### src/rtl/gpiob_pkg.sv
`default_nettype none
// ----------------------------------------------------------------------------
// gpiob_pkg: shared types and constants of the GPIO bank
// Command and register select codes, bus data width, default bank width.
// ----------------------------------------------------------------------------
package gpiob_pkg;

   // Bus and pad data width, one bit per pin
   localparam int DATA_WIDTH = 32;

   // Default number of pins in the bank
   localparam int BANK_WIDTH_DEFAULT = 32;

   // Request command codes
   typedef enum logic [1:0] {
      CMD_TICK  = 2'd0,
      CMD_READ  = 2'd1,
      CMD_WRITE = 2'd2
   } cmd_type;

   // Register select codes
   typedef enum logic [2:0] {
      REG_OUT      = 3'd0,
      REG_IN       = 3'd1,
      REG_STATUS   = 3'd2,
      REG_CLEAR    = 3'd3,
      REG_ENABLE   = 3'd4,
      REG_EDGE     = 3'd5,
      REG_POLARITY = 3'd6,
      REG_OE       = 3'd7
   } reg_sel_type;

endpackage : gpiob_pkg
`default_nettype wire

### src/rtl/gpio_bank_with_interrupt_detect.sv
`default_nettype none
// ----------------------------------------------------------------------------
// gpio_bank_with_interrupt_detect: GPIO bank with edge/level interrupts
// Register block for one bank of pins: output, input sample, interrupt
// status, clear, enable, edge select, polarity and output enable.
//
//   channel  direction  handshake            payload
//   req      in         req_valid/req_ready  cmd, reg_sel, write_data,
//                                            pin_levels
//   rsp      out        rsp_valid/rsp_ready  read_data, pad_drive,
//                                            pad_enable, irq_pending
//
// One request is taken per clock unless stalled; its response is registered.
// The bank registers update at the edge that accepts the request, and the
// response register captures the updated view at the same edge.
// A stalled response holds its register; a new request is still taken
// whenever the response is consumed in the same cycle.
// Reset clears every bank register and drops rsp_valid.
// ----------------------------------------------------------------------------
module gpio_bank_with_interrupt_detect #(
   parameter int BANK_WIDTH = gpiob_pkg::BANK_WIDTH_DEFAULT
) (
   input  wire logic                            clock,
   input  wire logic                            reset,
   input  wire logic                            req_valid,
   output logic                                 req_ready,
   input  wire logic [1:0]                      req_cmd,
   input  wire logic [2:0]                      req_reg_sel,
   input  wire logic [gpiob_pkg::DATA_WIDTH-1:0] req_write_data,
   input  wire logic [gpiob_pkg::DATA_WIDTH-1:0] req_pin_levels,
   output logic                                 rsp_valid,
   input  wire logic                            rsp_ready,
   output logic      [gpiob_pkg::DATA_WIDTH-1:0] rsp_read_data,
   output logic      [gpiob_pkg::DATA_WIDTH-1:0] rsp_pad_drive,
   output logic      [gpiob_pkg::DATA_WIDTH-1:0] rsp_pad_enable,
   output logic                                 rsp_irq_pending
);

   import gpiob_pkg::*;

   // Bank registers
   logic [BANK_WIDTH-1:0] out_ff,      out_in;
   logic [BANK_WIDTH-1:0] oe_ff,       oe_in;
   logic [BANK_WIDTH-1:0] edge_ff,     edge_in;
   logic [BANK_WIDTH-1:0] polarity_ff, polarity_in;
   logic [BANK_WIDTH-1:0] enable_ff,   enable_in;
   logic [BANK_WIDTH-1:0] status_ff,   status_in;
   logic [BANK_WIDTH-1:0] last_ff,     last_in;

   // Response register
   logic                  rsp_valid_ff, rsp_valid_in;
   logic [DATA_WIDTH-1:0] read_data_ff, read_data_in;
   logic [DATA_WIDTH-1:0] pad_drive_ff;
   logic [DATA_WIDTH-1:0] pad_enable_ff;
   logic                  irq_ff;

   logic                  req_fire;
   logic                  rsp_fire;
   cmd_type               cmd;
   reg_sel_type           sel;
   logic [BANK_WIDTH-1:0] wdata;
   logic [BANK_WIDTH-1:0] pins;
   logic [BANK_WIDTH-1:0] hit;
   logic [BANK_WIDTH-1:0] rd_value;

   assign cmd   = cmd_type'(req_cmd);
   assign sel   = reg_sel_type'(req_reg_sel);
   assign wdata = req_write_data[BANK_WIDTH-1:0];
   assign pins  = req_pin_levels[BANK_WIDTH-1:0];

   // Take a request whenever the response slot is empty or draining
   assign req_ready = !rsp_valid_ff || rsp_ready;
   assign req_fire  = req_valid && req_ready;
   assign rsp_fire  = rsp_valid_ff && rsp_ready;

   // Detect pin events against the previous sample
   gpiob_detect #(
      .BANK_WIDTH (BANK_WIDTH)
   ) u_detect (
      .pins      (pins),
      .last_pins (last_ff),
      .polarity  (polarity_ff),
      .edge_sel  (edge_ff),
      .hit       (hit)
   );

   // Select the register for a bus read
   always_comb begin
      case (sel)
         REG_OUT:      rd_value = out_ff;
         REG_IN:       rd_value = last_ff;
         REG_STATUS:   rd_value = status_ff;
         REG_CLEAR:    rd_value = '0;
         REG_ENABLE:   rd_value = enable_ff;
         REG_EDGE:     rd_value = edge_ff;
         REG_POLARITY: rd_value = polarity_ff;
         REG_OE:       rd_value = oe_ff;
         default:      rd_value = '0;
      endcase
   end

   // Compute the next bank state and read data for this request
   always_comb begin
      out_in       = out_ff;
      oe_in        = oe_ff;
      edge_in      = edge_ff;
      polarity_in  = polarity_ff;
      enable_in    = enable_ff;
      status_in    = status_ff;
      last_in      = last_ff;
      read_data_in = '0;
      case (cmd)
         CMD_TICK: begin
            status_in = status_ff | hit;
            last_in   = pins;
         end
         CMD_READ: begin
            read_data_in = DATA_WIDTH'(rd_value);
         end
         CMD_WRITE: begin
            case (sel)
               REG_OUT:      out_in      = wdata;
               REG_CLEAR:    status_in   = status_ff & ~wdata;
               REG_ENABLE:   enable_in   = wdata;
               REG_EDGE:     edge_in     = wdata;
               REG_POLARITY: polarity_in = wdata;
               REG_OE:       oe_in       = wdata;
               default: begin
               end
            endcase
         end
         default: begin
         end
      endcase
   end

   // Hold the response until taken, load a new one on each request
   always_comb begin
      rsp_valid_in = rsp_valid_ff;
      if (req_fire) begin
         rsp_valid_in = 1'b1;
      end else if (rsp_fire) begin
         rsp_valid_in = 1'b0;
      end
   end

   // Bank state and response valid
   always_ff @(posedge clock) begin
      if (reset) begin
         out_ff       <= '0;
         oe_ff        <= '0;
         edge_ff      <= '0;
         polarity_ff  <= '0;
         enable_ff    <= '0;
         status_ff    <= '0;
         last_ff      <= '0;
         rsp_valid_ff <= 1'b0;
      end else begin
         rsp_valid_ff <= rsp_valid_in;
         if (req_fire) begin
            out_ff      <= out_in;
            oe_ff       <= oe_in;
            edge_ff     <= edge_in;
            polarity_ff <= polarity_in;
            enable_ff   <= enable_in;
            status_ff   <= status_in;
            last_ff     <= last_in;
         end
      end
   end

   // Response payload, captured from the updated state
   always_ff @(posedge clock) begin
      if (req_fire) begin
         read_data_ff  <= read_data_in;
         pad_drive_ff  <= DATA_WIDTH'(out_in);
         pad_enable_ff <= DATA_WIDTH'(oe_in);
         irq_ff        <= |(status_in & enable_in);
      end
   end

   assign rsp_valid       = rsp_valid_ff;
   assign rsp_read_data   = read_data_ff;
   assign rsp_pad_drive   = pad_drive_ff;
   assign rsp_pad_enable  = pad_enable_ff;
   assign rsp_irq_pending = irq_ff;

`ifndef SYNTHESIS
   // Interrupt flag matches the bank state it was captured with
   a_irq_matches_state: assert property (@(posedge clock) disable iff (reset)
      req_fire |=> rsp_irq_pending == (|(status_ff & enable_ff)))
      else $error("irq_pending does not match status and enable");

   // A waiting response always shows the current pad registers
   a_pads_track_state: assert property (@(posedge clock) disable iff (reset)
      rsp_valid |-> (rsp_pad_drive == DATA_WIDTH'(out_ff))
                 && (rsp_pad_enable == DATA_WIDTH'(oe_ff)))
      else $error("pad outputs diverge from bank registers");

   // Only a read returns nonzero data
   a_read_data_zero: assert property (@(posedge clock) disable iff (reset)
      (req_fire && (cmd != CMD_READ)) |=> rsp_read_data == '0)
      else $error("read data nonzero on a non-read request");

   // Status bits drop only through a clear write
   a_status_sticky: assert property (@(posedge clock) disable iff (reset)
      !(req_fire && (cmd == CMD_WRITE) && (sel == REG_CLEAR))
      |=> (status_ff & $past(status_ff)) == $past(status_ff))
      else $error("status bit cleared without a clear write");
`endif

endmodule : gpio_bank_with_interrupt_detect
`default_nettype wire

### src/rtl/gpiob_detect.sv
`default_nettype none
// ----------------------------------------------------------------------------
// gpiob_detect: per-pin interrupt event detection
// Compares a new pad sample with the previous one and flags the pins whose
// edge or level condition is met under their edge select and polarity bits.
// ----------------------------------------------------------------------------
module gpiob_detect #(
   parameter int BANK_WIDTH = gpiob_pkg::BANK_WIDTH_DEFAULT
) (
   input  wire logic [BANK_WIDTH-1:0] pins,
   input  wire logic [BANK_WIDTH-1:0] last_pins,
   input  wire logic [BANK_WIDTH-1:0] polarity,
   input  wire logic [BANK_WIDTH-1:0] edge_sel,
   output logic      [BANK_WIDTH-1:0] hit
);

   logic [BANK_WIDTH-1:0] rise;
   logic [BANK_WIDTH-1:0] fall;
   logic [BANK_WIDTH-1:0] edge_hit;
   logic [BANK_WIDTH-1:0] level_hit;

   // Find transitions against the previous sample
   assign rise = pins & ~last_pins;
   assign fall = ~pins & last_pins;

   // Polarity 1 picks rising edge or high level, 0 picks falling or low
   assign edge_hit  = (rise & polarity) | (fall & ~polarity);
   assign level_hit = ~(pins ^ polarity);

   // Select edge or level mode per pin
   assign hit = (edge_hit & edge_sel) | (level_hit & ~edge_sel);

endmodule : gpiob_detect
`default_nettype wire
### config.mk
export PLATFORM = sky130hd
export DESIGN_NAME = gpio_bank_with_interrupt_detect
export DESIGN_NICKNAME = d
export VERILOG_FILES = /design/src/rtl/gpiob_pkg.sv /design/src/rtl/gpio_bank_with_interrupt_detect.sv /design/src/rtl/gpiob_detect.sv
export SDC_FILE = /design/constraint.sdc
export NUM_CORES = 1
export LEC_CHECK = 0
export BUFFER_PORTS_ARGS = -buffer_cell sky130_fd_sc_hd__buf_2
export CAP_MARGIN = 20
export CELL_PAD_IN_SITES_DETAIL_PLACEMENT = 1
export CELL_PAD_IN_SITES_GLOBAL_PLACEMENT = 1
export CORE_MARGIN = 1
export CORE_UTILIZATION = 40
export CTS_BUF_LIST = sky130_fd_sc_hd__clkbuf_4
export DETAILED_ROUTE_END_ITERATION = 6
export GPL_TIMING_DRIVEN = 1
export PLACE_DENSITY_LB_ADDON = 0.1
export SYNTH_ARGS = -nofsm -noshare
export SYNTH_HDL_FRONTEND = slang
export SYNTH_SLANG_ARGS = --single-unit
### constraint.sdc
create_clock -name clock -period 7.5 [get_ports clock]
set_input_delay 0.75 -clock clock [delete_from_list [all_inputs] [get_ports clock]]
set_output_delay 0.75 -clock clock [all_outputs]
set_load 0.005 [all_outputs]
# Word-level counts from Yosys, hierarchy flattened
# Cells that the tools add are included.
[totals]
ff_bits = 322
[classes]
mux = 11
n_bitwise = 18
n_eq_ne = 9
n_reduce_logical = 11
[ops]
columns = ["cell", "n"]
rows = [
  ["bitwise AND 32 bit", 8],
  ["case mux 32 bit (8 select lines)", 1],
  ["2-to-1 mux 32 bit", 7],
  ["NOT 32 bit", 6],
  ["OR 32 bit", 3],
  ["case mux 32 bit (2 select lines)", 1],
  ["OR reduction 32 bit", 1],
  ["XOR 32 bit", 1],
  ["equality test 3 bit, second input constant", 4],
  ["equality test 3 x 2 -> 1 bit, second input constant", 2],
  ["AND reduction 3 bit", 2],
  ["equality test 3 x 1 -> 1 bit, second input constant", 1],
  ["zero test 3 bit", 1],
  ["equality test 2 x 1 -> 1 bit, second input constant", 1],
  ["equality test 2 bit, second input constant", 1],
  ["logical AND 1 bit", 2],
  ["zero test 2 bit", 1],
  ["2-to-1 mux 1 bit", 2],
  ["AND reduction 2 bit", 1],
  ["nonzero test 2 bit", 1],
  ["zero test 1 bit", 1],
  ["logical OR 1 bit", 1],
]

# Depth between registers and ports, before layout
[depth]
depth_word = 10
mapped_depth = 10
ltp_nobuf = 6

# Hierarchy
# From an unflattened synthesis, not the netlist that was laid out.
[unflattened]
cells_unflattened = 1729
hier_area_um2 = 15090.7
[modules_own_cells]
columns = ["module", "instances", "area_each_um2", "cells_per_inst", "seq_area_each_um2"]
rows = [
  ["gpio_bank_with_interrupt_detect", 1, 14249.9, 1601, 7417.1],
  ["gpiob_detect", 1, 840.8, 128, 0.0],
]

# Worst setup path before layout
# OpenSTA, ideal clock, no wires.
[synth_timing]
kind = "in2reg"
from = "input rsp_ready"
to = "register irq_ff (netlist: rsp_irq_pending), enable pin"
path_stages = 5
setup_time_ns = 0.498
n_path_buf = 2
slack_ns = 2.675
arrival_ns = 4.327
path_cell_list = "nand2b_1 nand2_1 inv_1 clkbuf_1 buf_1"
[synth_between]
elab_chain_len = 2
[synth_lines]
columns = ["element", "line", "source"]
rows = [
  ["from (decl)", "gpio_bank_with_interrupt_detect.sv:32", "input wire logic rsp_ready,"],
  ["logical OR 1 bit", "gpio_bank_with_interrupt_detect.sv:72", "assign req_ready = !rsp_valid_ff || rsp_ready;"],
  ["logical AND 1 bit", "gpio_bank_with_interrupt_detect.sv:73", "assign req_fire = req_valid && req_ready;"],
  ["via req_fire", "gpio_bank_with_interrupt_detect.sv:57", "logic req_fire;"],
  ["to (signal assigned)", "gpio_bank_with_interrupt_detect.sv:178", "irq_ff <= |(status_in & enable_in);"],
  ["to (decl)", "gpio_bank_with_interrupt_detect.sv:55", "logic irq_ff;"],
]
# The timed path passes the listed nets, and every way through them passes these cells.
# A chain may end at the register's enable or synchronous reset.

# Worst setup path after layout
[layout_timing]
from = "register rsp_valid_ff (netlist: rsp_valid)"
to = "register polarity_ff[3]"
[layout_between]
elab_chain_len = 4
[layout_lines]
columns = ["element", "line", "source"]
rows = [
  ["from (decl)", "gpio_bank_with_interrupt_detect.sv:51", "logic rsp_valid_ff, rsp_valid_in;"],
  ["from (signal assigned)", "gpio_bank_with_interrupt_detect.sv:159", "rsp_valid_ff <= rsp_valid_in;"],
  ["zero test 1 bit", "gpio_bank_with_interrupt_detect.sv:72", ""],
  ["logical OR 1 bit", "gpio_bank_with_interrupt_detect.sv:72", ""],
  ["logical AND 1 bit", "gpio_bank_with_interrupt_detect.sv:73", ""],
  ["AND reduction 3 bit (no line)", "--", ""],
  ["to (signal assigned)", "gpio_bank_with_interrupt_detect.sv:164", "polarity_ff <= polarity_in;"],
  ["to (decl)", "gpio_bank_with_interrupt_detect.sv:45", "logic [BANK_WIDTH-1:0] polarity_ff, polarity_in;"],
]
# No other way between the ends.

==> impl_metrics.tcl <==
set metrics [dict create \
    firstDrtPassIters 5 \
    cts_tree "done" \
    maxCapViolCount 0 \
    ioPinCount 172 \
    path_class "reg -> reg" \
    grt_overflow 0 \
    synth_ff_type "dfxtp_1" \
    slew_headroom_pct 26.7 \
    drive_gt1_share_pct 23.6 \
    root_buffer "clkbuf_4" \
    worst_hold_slack_ps 211 \
    cts_made_buffers 91 \
    post-cts-setup-buffers 0 \
    yosysSeqAreaShare_pct 49.2 \
    clock-sinks 322 \
    drt_iter0_drc 784 \
    synth_edf_count 97 \
    numPortBuffers 171 \
    syn_inst 1695 \
    die_h_um 196 \
    final_antenna_net_count 0 \
    hold_path.class "in -> reg" \
    vdd_drop_max_mv 0.121 \
    dieWidth_um 196 \
    slew_viol_final 0 \
    grtUsageTotal_pct 27.9 \
    power_mw 3.90 \
    worstSetupEndpointType "flip-flop" \
    synth_cell_types 51 \
    cts_max_level 3 \
    fin_ws_ps 3670 \
    synth_seq_cells 322 \
    syn2layout_area_growth_pct 16.0 \
    clock_skew_ps 57.1 \
    synthMostInstantiatedCell "nand2_1" \
    fin_area_um2 17500 \
    core_area_um2 36900 \
    fin_setup_tns_ps 0 \
    postSynthAreaPerCell_um2 8.90 \
    hold_buffers 0 \
    clockBufferDepth 3 \
    wl_mm 53.5 \
    grt_pass1_vias 14200 \
    period_share_pct 51.1 \
    viasPerCell 5.66 \
    synth_common_cells "346 x nand2_1, 225 x dfxtp_1, 212 x a21oi_1" \
    rsz0062_at_grt "false" \
    nets 1936 \
    hold_violations 0 \
    netlist_area_um2 15100 \
    status "finished clean" \
    dp_slack_ps 3140 \
    place.gp.congestion 0.816 \
    synth_top_area_cell "dfxtp_1" \
    worstSkewPairLatency_ps 820 \
    clkTransAtPathRegs_ps 80 \
    post_drt_wl_per_cell_um 22.0 \
    grt_max_degree 89 \
    ys_async_sr_fraction_pct 0 \
    ys_warn_count 0 \
    vias 13800 \
    initial_utilization_pct 40.9 \
    drc_errors 0 \
    dp_hpwl_mm 33.8 \
    synthesis.nets 1768 \
    rows 70 \
    p_leak_nw 6.63 \
    grt_pass1_wl_mm 82.6 \
    synth_top_cell_area_share_pct 29.9 \
    fp.dieArea_um2 38500 \
    nFillCells 4411 \
    antenna_found_initial 1 \
    setup_viol 0 \
    start_kind "flip-flop" \
    p_per_area_nw_per_um2 223 \
    cp.required_ps 8090 \
    crit_path_max_fanout 68 \
    cts_resized 0 \
    synthTopCellsByArea "dfxtp_1 30%, edfxtp_1 19%, nand2_1 8.6%" \
    crit_arrival_ps 4430 \
    dpl_cell_area_um2 16300 \
    post-route-min-period_ps 3830 \
    fmax_ghz 0.261 \
    tightestPinTransition_ps 1100 \
]
==> layer usage <==
layer,wire length (um),part of all wire (%),track usage [%],vias to the layer above
met5,0,0,0,-
met4,1770,3.3,11.5,0
met3,2810,5.2,5.35,129
met2,25200,47,46.2,387
met1,23700,44,35.5,6868
li1,-,-,-,6410
==> path summary, 6_finish.rpt <==
check	cells past startpoint	start	end	slack, ps
hold / removal	3	req_pin_levels[21]	last_ff[21]	210
setup reg to reg	7	rsp_valid	polarity_ff[3]	3670
setup / recovery	7	rsp_valid	polarity_ff[3]	3670
hold reg to reg	2	oe_ff[8]	oe_ff[8]	470
==> cell families after synthesis <==
logic type	share of synthesized area [%]
and+or+nand+nor	18.3
DFF	49.2
AOI/OAI and AO/OA	17.5
buffers and inverters	3.60
muxes	11.5
==> cells in the final DEF, fill, tap and decap left out, types with 3 or more instances in the layout <==
cell | netlist | final
nand2_1 | 346 | 343
dfxtp_1 | 225 | 225
a21oi_1 | 212 | 212
nor2_1 | 190 | 187
buf_2 | 14 | 169
clkbuf_4 | 0 | 144
edfxtp_1 | 97 | 97
mux2_2 | 86 | 86
mux2i_1 | 53 | 53
nor3_1 | 42 | 40
a221oi_1 | 39 | 39
o21ai_0 | 38 | 38
a21boi_0 | 33 | 33
nand2b_1 | 32 | 32
a211oi_1 | 25 | 25
buf_4 | 2 | 22
inv_1 | 19 | 18
and3_1 | 17 | 17
nand3_1 | 18 | 15
clkinv_1 | 0 | 14
a22o_1 | 11 | 11
a221o_1 | 10 | 10
mux2_1 | 9 | 9
o32ai_1 | 8 | 8
nor4_1 | 9 | 8
a2111oi_0 | 6 | 6
o21a_1 | 6 | 6
o221a_2 | 6 | 6
mux4_2 | 5 | 5
o22ai_1 | 5 | 5
inv_2 | 1 | 3
nand3_2 | 0 | 3
a32oi_1 | 3 | 3
o211ai_1 | 3 | 3
==> critical path, cell delays in order (launching register included) <==
cell	delay [ps]
dfxtp_1	310
nand2b_1	150
nand2_4	420
inv_6	570
buf_4	780
nand3_2	930
nand2_1	310
a21oi_1	100
==> registers in the layout, indices dropped and copies added (netlist names) <==
register,cells
enable_ff,32
last_ff,32
polarity_ff,32
edge_ff,32
out_ff,32
rsp_pad_enable,32
rsp_pad_drive,32
oe_ff,32
status_ff,32
rsp_irq_pending,1
rsp_read_data,32
rsp_valid,1
==> power breakdown <==
group          switching [mW]  total, mW  internal, mW
clock network           0.769       1.63         0.861
logic                   0.257      0.382         0.125
registers              0.0327       1.89          1.86
total                    1.06       3.90          2.85
==> layout make-up <==
type | instances | area (um^2) | share of cell area, %
repair buffers | 193 | 1030 | 5.91
inverters | 20 | 80.1 | 0.458
diodes | 2 | 5.00 | 0.0286
multi-input cells | 1235 | 7190 | 41.1
flip-flops and latches | 322 | 7420 | 42.4
well taps | 504 | 631 | 3.60
clock inverters | 16 | 60.1 | 0.343
clock buffers | 144 | 1080 | 6.18
==> through the flow <==
step | cells | utilization [%]
after detailed placement | 2273 | 44.3
after floorplan | 1695 | -
after CTS | 2433 | 47.4
final | 2436 | 47.4
after global routing | 2436 | 47.4
after global placement | 2273 | 44.3
Note: power is estimated with default switching activity, not from simulation.
